## config.mk

```make
export PLATFORM = sky130hd
export DESIGN_NAME = pce_div
export DESIGN_NICKNAME = d
export VERILOG_FILES = /design/src/hw/rtl/pce_pkg.sv /design/src/hw/rtl/pce_div.sv
export SDC_FILE = /design/constraint.sdc
export NUM_CORES = 1
export LEC_CHECK = 0
export BUFFER_PORTS_ARGS = -buffer_cell sky130_fd_sc_hd__buf_2
export CAP_MARGIN = 15
export CORE_MARGIN = 8
export CORE_UTILIZATION = 32
export CTS_CLUSTER_DIAMETER = 60
export DETAILED_ROUTE_END_ITERATION = 8
export HOLD_SLACK_MARGIN = 0.02
export PLACE_DENSITY = 0.59
export SLEW_MARGIN = 30
export SYNTH_ARGS = -nofsm -noshare
export SYNTH_HDL_FRONTEND = slang
export SYNTH_SLANG_ARGS = --single-unit
```

## constraint.sdc

```tcl
create_clock -name clk -period 3.4 [get_ports clk]
set_input_delay 0.34 -clock clk [delete_from_list [all_inputs] [get_ports clk]]
set_output_delay 0.34 -clock clk [all_outputs]
set_load 0.02 [all_outputs]
```

## src/hw/rtl/pce_pkg.sv

```systemverilog
package pce_pkg;

    // Configuration port and register indexes.
    localparam int CFG_W     = 32;
    localparam int CFG_IDX_W = 3;
    localparam logic [CFG_IDX_W-1:0] CFG_LEFT   = 3'd0;
    localparam logic [CFG_IDX_W-1:0] CFG_RIGHT  = 3'd1;
    localparam logic [CFG_IDX_W-1:0] CFG_BOTTOM = 3'd2;
    localparam logic [CFG_IDX_W-1:0] CFG_TOP    = 3'd3;
    localparam logic [CFG_IDX_W-1:0] CFG_TSTEP  = 3'd4;

    // Request kinds.
    localparam logic [1:0] REQ_LOAD    = 2'd0;
    localparam logic [1:0] REQ_ADVANCE = 2'd1;
    localparam logic [1:0] REQ_WALL    = 2'd2;
    localparam logic [1:0] REQ_PAIR    = 2'd3;

    // Field widths.
    localparam int IDX_W  = 6;
    localparam int EXT_W  = 31;
    localparam int MASS_W = 16;
    localparam int MSUM_W = 17;
    localparam int NUM_W  = 50;
    localparam int MAG_W  = 49;

    // One particle entry as kept in the table.
    typedef struct packed {
        logic               is_square;
        logic signed [31:0] pos_x;
        logic signed [31:0] pos_y;
        logic signed [31:0] vel_x;
        logic signed [31:0] vel_y;
        logic [EXT_W-1:0]   extent;
        logic [MASS_W-1:0]  mass;
    } entry_t;

    typedef enum logic [4:0] {
        ST_IDLE,
        ST_RD_A,
        ST_RD_B,
        ST_CAP_B,
        ST_ADV_X,
        ST_ADV_Y,
        ST_ADV_PY,
        ST_WALL,
        ST_OVL0,
        ST_OVL1,
        ST_SQ_X,
        ST_SQ_Y,
        ST_SQ_R,
        ST_SQ_CMP,
        ST_NUM,
        ST_DIV_GO,
        ST_DIV_WAIT,
        ST_RESP,
        ST_WB_A,
        ST_WB_B,
        ST_EMIT_A,
        ST_EMIT_B
    } state_t;

    // Saturate a wide signed value to 32 signed bits.
    function automatic logic signed [31:0] sat32(input logic signed [64:0] v);
        logic signed [64:0] hi;
        logic signed [64:0] lo;
        hi = 65'sd2147483647;
        lo = -65'sd2147483648;
        if (v > hi) sat32 = 32'sh7fffffff;
        else if (v < lo) sat32 = 32'sh80000000;
        else sat32 = v[31:0];
    endfunction

    // Negate with the most negative value mapping to the most positive.
    function automatic logic signed [31:0] neg_sat(input logic signed [31:0] v);
        if (v == 32'sh80000000) neg_sat = 32'sh7fffffff;
        else neg_sat = -v;
    endfunction

    // Apply the sign to a quotient magnitude and saturate to 32 bits.
    function automatic logic signed [31:0] quot_to_vel(input logic [MAG_W-1:0] q,
                                                       input logic neg);
        logic [MAG_W-1:0] nq;
        nq = -q;
        if (!neg) begin
            if (q > MAG_W'(32'h7fffffff)) quot_to_vel = 32'sh7fffffff;
            else quot_to_vel = q[31:0];
        end
        else begin
            if (q > MAG_W'(33'h080000000)) quot_to_vel = 32'sh80000000;
            else quot_to_vel = nq[31:0];
        end
    endfunction

endpackage

```

## src/hw/rtl/pce_div.sv

```systemverilog
// Radix-2 restoring divider on magnitudes, one quotient bit per cycle.
module pce_div (
    input  logic                        clk,
    input  logic                        rst_n,
    input  logic                        start,
    input  logic [pce_pkg::MAG_W-1:0]   dividend,
    input  logic [pce_pkg::MSUM_W-1:0]  divisor,
    output logic                        done,
    output logic [pce_pkg::MAG_W-1:0]   quotient
);
    localparam int MW    = pce_pkg::MAG_W;
    localparam int DW    = pce_pkg::MSUM_W;
    localparam int CNT_W = $clog2(MW + 1);

    logic [MW-1:0]    quo_reg;
    logic [DW-1:0]    dvs_reg;
    logic [DW-1:0]    rem_reg;
    logic [CNT_W-1:0] cnt_reg;
    logic             busy_reg;
    logic [DW:0]      rem_sh;
    logic             fits;

    // Shift in the next dividend bit and try the subtraction.
    assign rem_sh = {rem_reg, quo_reg[MW-1]};
    assign fits   = rem_sh >= {1'b0, dvs_reg};

    always_ff @(posedge clk or negedge rst_n)
    begin
        if (!rst_n)
        begin
            busy_reg <= 1'b0;
            cnt_reg  <= '0;
        end
        else if (start)
        begin
            busy_reg <= 1'b1;
            cnt_reg  <= CNT_W'(MW);
        end
        else if (busy_reg)
        begin
            cnt_reg <= cnt_reg - CNT_W'(1);
            if (cnt_reg == CNT_W'(1)) busy_reg <= 1'b0;
        end
    end

    // The dividend register fills with quotient bits as it shifts out.
    // The remainder always stays below the divisor, so it fits DW bits.
    always_ff @(posedge clk)
    begin
        if (start)
        begin
            quo_reg <= dividend;
            dvs_reg <= divisor;
            rem_reg <= '0;
        end
        else if (busy_reg)
        begin
            quo_reg <= {quo_reg[MW-2:0], fits};
            rem_reg <= fits ? DW'(rem_sh - {1'b0, dvs_reg}) : rem_sh[DW-1:0];
        end
    end

    assign done     = !busy_reg;
    assign quotient = quo_reg;

endmodule

```

==> results of run 1 <==
## logic make-up after synthesis
kind of cell | after synthesis | share of synthesized area
simple gates | 64 | 0.06809
fa+ha+maj | 20 | 0.05656
flops | 90 | 0.5481
buf+inv | 42 | 0.04009
mux | 62 | 0.1496
xor+xnor | 19 | 0.03652
compound gates | 63 | 0.1010
## worst reg2reg max path: stages (launching register included)
cell      delay, ns
edfxtp_1       0.41
inv_1          0.09
ha_1           0.16
inv_1          0.05
fa_1           0.39
a21oi_1        0.24
o211ai_2       0.17
and4_4         0.24
o31ai_4        0.28
nand2_4        0.23
mux2_2         0.34
## stage by stage
| stage | total power [uW] | hold slack (ns) | cell area, sq um |
|---|---|---|---|
| after global placement | 2876 | 0.1781 | 5335 |
| after detailed placement | 2909 | 0.1880 | 5335 |
| after floorplan | 2606 | 0.04441 | 4557 |
| after CTS | 3975 | 0.1451 | 5658 |
| after global routing | 4183 | 0.1431 | 5658 |
| final | 3926 | 0.1611 | 5658 |
## placed cells by master, fill, tap and decap left out, drive strengths merged, types with 3 or more instances in the layout
master | netlist | routed
buf | 9 | 122
edfxtp | 66 | 66
mux2 | 49 | 49
inv | 26 | 28
nor2 | 23 | 23
ha | 19 | 19
nand2 | 18 | 18
a211oi | 17 | 17
dfxtp | 17 | 17
a21oi | 16 | 16
mux2i | 13 | 13
xnor2 | 11 | 11
clkbuf | 7 | 9
xor2 | 8 | 8
dfrtp | 7 | 7
nand3 | 5 | 5
o21ai | 5 | 5
a21o | 4 | 4
nand2b | 4 | 4
o211ai | 3 | 3
## power by group
part           internal (uW)  switching [uW]  total, uW
registers               1380             132       1510
logic                    606             762       1370
clock network            582             463       1050
total                   2570            1360       3930
## layer usage
metal / GRT usage / vias up / share of wire
met2: 0.1884 / 95 / 0.44
met5: 0 / - / 0
met3: 0.05898 / 13 / 0.091
met1: 0.1435 / 1501 / 0.45
li1: - / 1568 / -
met4: 0.05367 / 0 / 0.018
## repair_timing
item | 4_1_cts | 5_1_grt
endpoints found under the setup margin | 0 | 0
hold buffers | 1 | 0
endpoints found under the hold margin | 7 | 0
## how the worst max path moves through the flow
| stage | slack [ns] | endpoint | from |
|---|---|---|---|
| final | 0.55 | quotient[0] | quotient[48] |
| after global routing | 0.38 | rem_reg[10] | quotient[48] |
| after CTS | 0.52 | quotient[0] | quotient[48] |
| after detailed placement | 0.54 | quotient[0] | quotient[48] |
| after global placement | 0.61 | quotient[0] | quotient[48] |
| after floorplan | 0.56 | quotient[0] | quotient[48] |
## final cells by class
cell class              instances  area [sq um]  share of cell area
multi-input cells             228          1879              0.3322
inverters                      26         97.59             0.01725
clock buffers                   9         225.2             0.03981
well taps                     180         225.2             0.03981
clock inverters                 7         87.58             0.01548
flip-flops and latches         90          2497              0.4414
repair buffers                123         645.6              0.1141
==> qor.csv, run 1 <==
stage,metric,value,unit
job,Max-cap violations,0,
worst_hold_path,hold path depth,1,
logic_synthesis,synthesis warning total,0,
logic_synthesis,most frequent cell after synthesis,edfxtp_1,
global_routing,initial antenna violation count,0,
sta,Final Hold Viols,0,
logic_synthesis,Yosys reg bits,90,
final_layout,Layout Cells excl Fill,663,
critical_path,Worst R2R End,quotient[0],
run_status,status,finished clean,
clock_tree,H-tree Lvls,3,
critical_path,crit path cell chain,"inv_1, ha_1, inv_1, fa_1, a21oi_1, o211ai_2, and4_4, o31ai_4, nand2_4, mux2_2",
die,die area,18310,sq um
sta,fin crit period,2.851,ns
critical_path,"slowest stage delay, CP",0.41,ns
routing,drt wl/cell,16.29,um
die,Initial Util,0.3283,
sta,final setup violation count,0,
die,Rows,43,
sta,Slew @ Worst Pin,0.5918,ns
die,num ports,119,
logic_synthesis,largest cells by area after synthesis,"edfxtp_1 43%, mux2_1 12%, dfxtp_1 7.5%, ha_1 5.2%, dfrtp_1 3.8%",
worst_hold_path,Worst Hold End,dvs_reg[10],
clock_tree,CTS resizes,0,
logic_synthesis,Synth area leader,edfxtp_1,
placed_design,IO Port Bufs,118,
logic_synthesis,Post-synth EDFFs,66,
sta,RSZ-0062 raised after global routing,false,
clock_tree,CTS buffer count,9,
final_layout,layout cells sized above 1,0.3106,
final_layout,Largest register FFs,49,
critical_path,Critical Path Start Type,flip-flop,
final_layout,Antenna diodes,0,
logic_synthesis,Syn Std Cell Area,4557,sq um
placed_design,Final Wtd Congestion,0.7740,
clock_tree,CTS tree,yes,
routing,DRT iter0 DRCs,115,
clock_tree,setup bufs post-CTS,0,
worst_hold_path,worst min path class,in2reg,
placed_design,DPL Wire Length,7973,um
die,die height,135.3,um
die,Die Width,135.3,um
routing,DR vias/cell,4.792,
global_routing,vias in the first global route,3437,
clock_tree,CTS Sinks,90,
sta,Setup TNS,0,ns
clock_tree,Clock Tree Root,clkbuf_16,
critical_path,Levels on crit path,10,
routing,Detail Route Antenna Nets,0,
critical_path,WP data required,3.50,ns
critical_path,slowest CP cell,edfxtp_1,
global_routing,first-pass GRT wire length,17600,um
routing,DR vias,3177,
pwr,Peak VDD IR,0.3393,mV
final_layout,Nets,567,
sta,Final WS setup,0.5492,ns
clock_tree,Worst-Skew Late Latency,0.35,ns
clock_tree,clock buffer depth,2,
critical_path,Reg-to-Reg Start,quotient[48],
die,core area,13880,sq um
logic_synthesis,Netlist cell types,55,
pwr,Pleak,0.002421,uW
clock_tree,"Clk pin slew, worst setup/hold paths",0.07,ns
logic_synthesis,sequential element share of the synthesized area,0.5481,
critical_path,crit path capture type,flip-flop,
final_layout,Final Core Density,0.4076,
sta,fmax,350.8,MHz
critical_path,WP buf/inv,2,
logic_synthesis,Mapped Nets,449,
logic_synthesis,post-synth top area share,0.4349,
sta,Tcrit/Tclk final,0.8385,
logic_synthesis,"FFs w/ async S/R, synth",0.07778,
sta,worst slew margin relative to its limit,0.6041,
critical_path,"most used cell, CP",inv_1,
placed_design,dpl cells,646,
final_layout,area grow syn2layout,24.16,%
sta,Final Max Slew Viols,0,
pwr,pwr/cell area,693.9,nW/um^2
sta,clock skew,0.006749,ns
critical_path,crit path max fanout,17,
logic_synthesis,post-synthesis cell count,360,
global_routing,largest net degree at the start of global routing,85,
routing,TritonRoute pass-1 iters,4,
final_layout,# fillers,1393,
global_routing,total grt overflow,0,
global_routing,Total GRT Usage,0.1229,
worst_hold_path,hold wc startpoint,divisor[10],
routing,DRT Wirelength,10800,um
critical_path,Crit Path Class,reg2reg,
critical_path,Worst EP arrival,2.96,ns
critical_path,Crit path max-delay family,compound AO/OA/AOI/OAI gates,
logic_synthesis,Post-synth top flop,edfxtp_1,
logic_synthesis,leading cell types by count after synthesis,"66 x edfxtp_1, 48 x mux2_1, 24 x inv_1",
routing,DRC viols,0,
logic_synthesis,syn avg cell area,12.66,sq um
critical_path,R2R Setup Slk,0.55,ns
placed_design,Setup WS pre-CTS,0.5409,ns
critical_path,reg2reg path depth,10,
Power figures use the tool's default switching activity.
==> run 2, diff against run 1 <==
clock period = 3 ns   (was 3.4 ns; I/O delays follow)
==> run 2 against run 1 <==
  * Worst hold slack lost 0.041 ns
  * Routed wire length grew 1.5%
  * Via count fell by 0.31%
  * Cell count up 0.30%
  * Sequential share of layout area grew 0.088 points
  * Critical endpoint is now rem_reg[16]
==> qor.csv, run 2 (same netlist as run 1, synthesis figures left out) <==
stage,metric,value,unit,change
routing,DR vias/cell,4.762,,was 4.792
sta,Slew @ Worst Pin,0.5415,ns,was 0.5918 ns
routing,drt wl/cell,16.49,um,was 16.29 um
critical_path,Levels on crit path,12,,was 10
worst_hold_path,worst min path class,in2reg,,unchanged
final_layout,Largest register FFs,49,,unchanged
clock_tree,Clock Tree Root,clkbuf_16,,unchanged
sta,Tcrit/Tclk final,0.9061,,was 0.8385
pwr,Seq pwr share,0.389,,was 0.385
pwr,internal power,2867,uW,was 2569 uW
die,die area,18310,sq um,unchanged
final_layout,# fillers,1340,,was 1393
global_routing,largest net degree at the start of global routing,41,,was 85
clock_tree,Worst-Skew Late Latency,0.36,ns,was 0.35 ns
critical_path,Critical Path Start Type,flip-flop,,unchanged
sta,Setup TNS,0,ns,unchanged
placed_design,dpl cells,648,,was 646
critical_path,Crit Path Class,reg2reg,,unchanged
job,Max-cap violations,0,,unchanged
critical_path,reg2reg path depth,12,,was 10
pwr,clock network power share,0.242,,was 0.266
pwr,Switch Pwr,1538,uW,was 1357 uW
worst_hold_path,Worst Hold End,dvs_reg[10],,unchanged
critical_path,"most used cell, CP",inv_1,,unchanged
pwr,total power,4405,uW,was 3926 uW
clock_tree,"Clk pin slew, worst setup/hold paths",0.07,ns,about the same
worst_hold_path,hold path depth,1,,unchanged
sta,Final Hold Viols,0,,unchanged
sta,Final Max Slew Viols,0,,unchanged
critical_path,WP buf/inv,3,,was 2
die,Die Width,135.3,um,unchanged
critical_path,Reg-to-Reg Start,quotient[48],,unchanged
critical_path,crit path max fanout,12,,was 17
global_routing,total grt overflow,0,,unchanged
critical_path,slowest CP cell,fa_1,,was edfxtp_1
sta,RSZ-0062 raised after global routing,false,,unchanged
final_layout,cell area after layout,5647,sq um,was 5658 sq um
routing,DRC viols,0,,unchanged
final_layout,Layout Cells excl Fill,665,,was 663
clock_tree,CTS tree,yes,,unchanged
critical_path,R2R Setup Slk,0.28,ns,was 0.55 ns
critical_path,crit path cell chain,"inv_1, ha_1, inv_1, fa_1, a21oi_2, o211ai_2, and4_4, o31ai_4, nand2_4, buf_12, mux2i_1, a211oi_1",,"was inv_1, ha_1, inv_1, fa_1, a21oi_1, o211ai_2, and4_4, o31ai_4, nand2_4, mux2_2"
sta,fin crit period,2.718,ns,was 2.851 ns
clock_tree,CTS Sinks,90,,unchanged
routing,Detail Route Antenna Nets,0,,unchanged
die,core area,13880,sq um,unchanged
die,Rows,43,,unchanged
critical_path,Worst R2R End,rem_reg[16],,was quotient[0]
final_layout,Antenna diodes,0,,unchanged
final_layout,area occupied by multi-input gates,1883,sq um,was 1879 sq um
routing,DR vias,3167,,was 3177
die,num ports,119,,unchanged
clock_tree,clock buffer depth,2,,unchanged
critical_path,WP data required,3.26,ns,was 3.50 ns
die,die height,135.3,um,unchanged
critical_path,Worst EP arrival,2.98,ns,was 2.96 ns
final_layout,most frequent cells in the layout,"117 x buf_2, 66 x edfxtp_1, 48 x mux2_1",,unchanged
sta,worst slew margin relative to its limit,0.6390,,was 0.6041
placed_design,IO Port Bufs,118,,unchanged
critical_path,"slowest stage delay, CP",0.42,ns,was 0.41 ns
routing,TritonRoute pass-1 iters,4,,unchanged
pwr,pwr/cell area,780.0,nW/um^2,was 693.9 nW/um^2
pwr,sw frac,0.3491,,was 0.3456
placed_design,Final Wtd Congestion,0.7832,,was 0.7740
final_layout,"commonest non-fill, non-tap cell in the layout",buf_2,,unchanged
placed_design,DPL Wire Length,8005,um,was 7973 um
global_routing,Total GRT Usage,0.1241,,was 0.1229
sta,clock skew,0.01109,ns,was 0.006749 ns
routing,DRT iter0 DRCs,163,,was 115
final_layout,layout cells sized above 1,0.3134,,was 0.3106
pwr,Peak VDD IR,0.3796,mV,was 0.3393 mV
worst_hold_path,hold wc startpoint,divisor[10],,unchanged
clock_tree,H-tree Lvls,3,,unchanged
die,Initial Util,0.3283,,unchanged
critical_path,crit path capture type,flip-flop,,unchanged
critical_path,Crit path max-delay family,compound AO/OA/AOI/OAI gates,,unchanged
routing,DRT Wirelength,10960,um,was 10800 um
global_routing,vias in the first global route,3399,,was 3437
placed_design,cell area after placement,5363,sq um,was 5335 sq um
final_layout,register area,2497,sq um,unchanged
global_routing,initial antenna violation count,0,,unchanged
final_layout,Nets,569,,was 567
sta,fmax,367.9,MHz,was 350.8 MHz
run_status,status,finished clean,,unchanged
clock_tree,CTS buffer count,9,,unchanged
final_layout,area grow syn2layout,23.92,%,was 24.16%
pwr,Logic pwr share,0.369,,was 0.348
pwr,Pleak,0.002429,uW,was 0.002421 uW
global_routing,first-pass GRT wire length,17660,um,was 17600 um
sta,final setup violation count,0,,unchanged
==> run 2: cell count changes in the layout (fill, tap and decap cells not counted), sizes merged <==
cell      change
clkinv        +2
clkbuf        +1
buf           +2
bufinv        -1
clkinvlp      -2
==> run 2: per-layer routing <==
metal | GRT usage | part of all wire | vias to the layer above | wire (um)
li1 | - | - | 1567 | -
met1 | 0.1468 | 0.45 | 1498 | 4937
met2 | 0.1887 | 0.44 | 90 | 4854
met3 | 0.06157 | 0.089 | 12 | 974
met4 | 0.04935 | 0.018 | 0 | 197
met5 | 0 | 0 | - | 0
==> run 2: final cells by class <==
| cell class | count | share of cell area |
|---|---|---|
| well taps | 180 | 0.03988 |
| multi-input cells | 228 | 0.3335 |
| clock buffers | 10 | 0.04055 |
| flip-flops and latches | 90 | 0.4423 |
| inverters | 26 | 0.01728 |
| repair buffers | 125 | 0.1192 |
| clock inverters | 6 | 0.007312 |
==> run 2: repair_timing <==
| item | in CTS | in global routing |
|---|---|---|
| endpoints found under the hold margin | 7 | 0 |
| hold buffers | 1 | 0 |
| resized for setup | 0 | 1 |
| buffers inserted | 0 | 0 |
| endpoints found under the setup margin | 0 | 3 |
==> run 2: power groups by stage <==
stage / clock network (uW) / registers [uW] / logic (uW)
after floorplan: 0 / 1800 / 1150
after global placement: 0 / 1730 / 1590
after detailed placement: 0 / 1730 / 1620
after CTS: 1100 / 1710 / 1630
after global routing: 1140 / 1740 / 1800
final: 1070 / 1710 / 1630
==> run 2: worst max path at each step <==
stage	start	endpoint	slack (ns)
3_3_place_gp	quotient[48]	rem_reg[6]	0.35
3_5_place_dp	quotient[48]	rem_reg[5]	0.25
4_1_cts	quotient[48]	rem_reg[16]	0.23
6_report	quotient[48]	rem_reg[16]	0.28
2_1_floorplan	quotient[48]	quotient[0]	0.16
5_1_grt	quotient[48]	rem_reg[8]	0.008
==> run 2: worst register-to-register path, cell delays in order, from the launching register on <==
cell      delay, ns
edfxtp_1       0.40
inv_1          0.08
ha_1           0.15
inv_1          0.05
fa_1           0.42
a21oi_2        0.21
o211ai_2       0.12
and4_4         0.22
o31ai_4        0.30
nand2_4        0.15
buf_12         0.20
mux2i_1        0.11
a211oi_1       0.23
==> run 2: per-stage QoR <==
stage                 util  setup WS, ns  hold slack, ns
floorplan                -        0.1636        0.004409
global placement    0.3863        0.3493          0.1359
detailed placement  0.3863        0.2470          0.1413
CTS                 0.4065        0.2271          0.1074
global route        0.4068      0.008429          0.1032
finish              0.4068        0.2816          0.1199
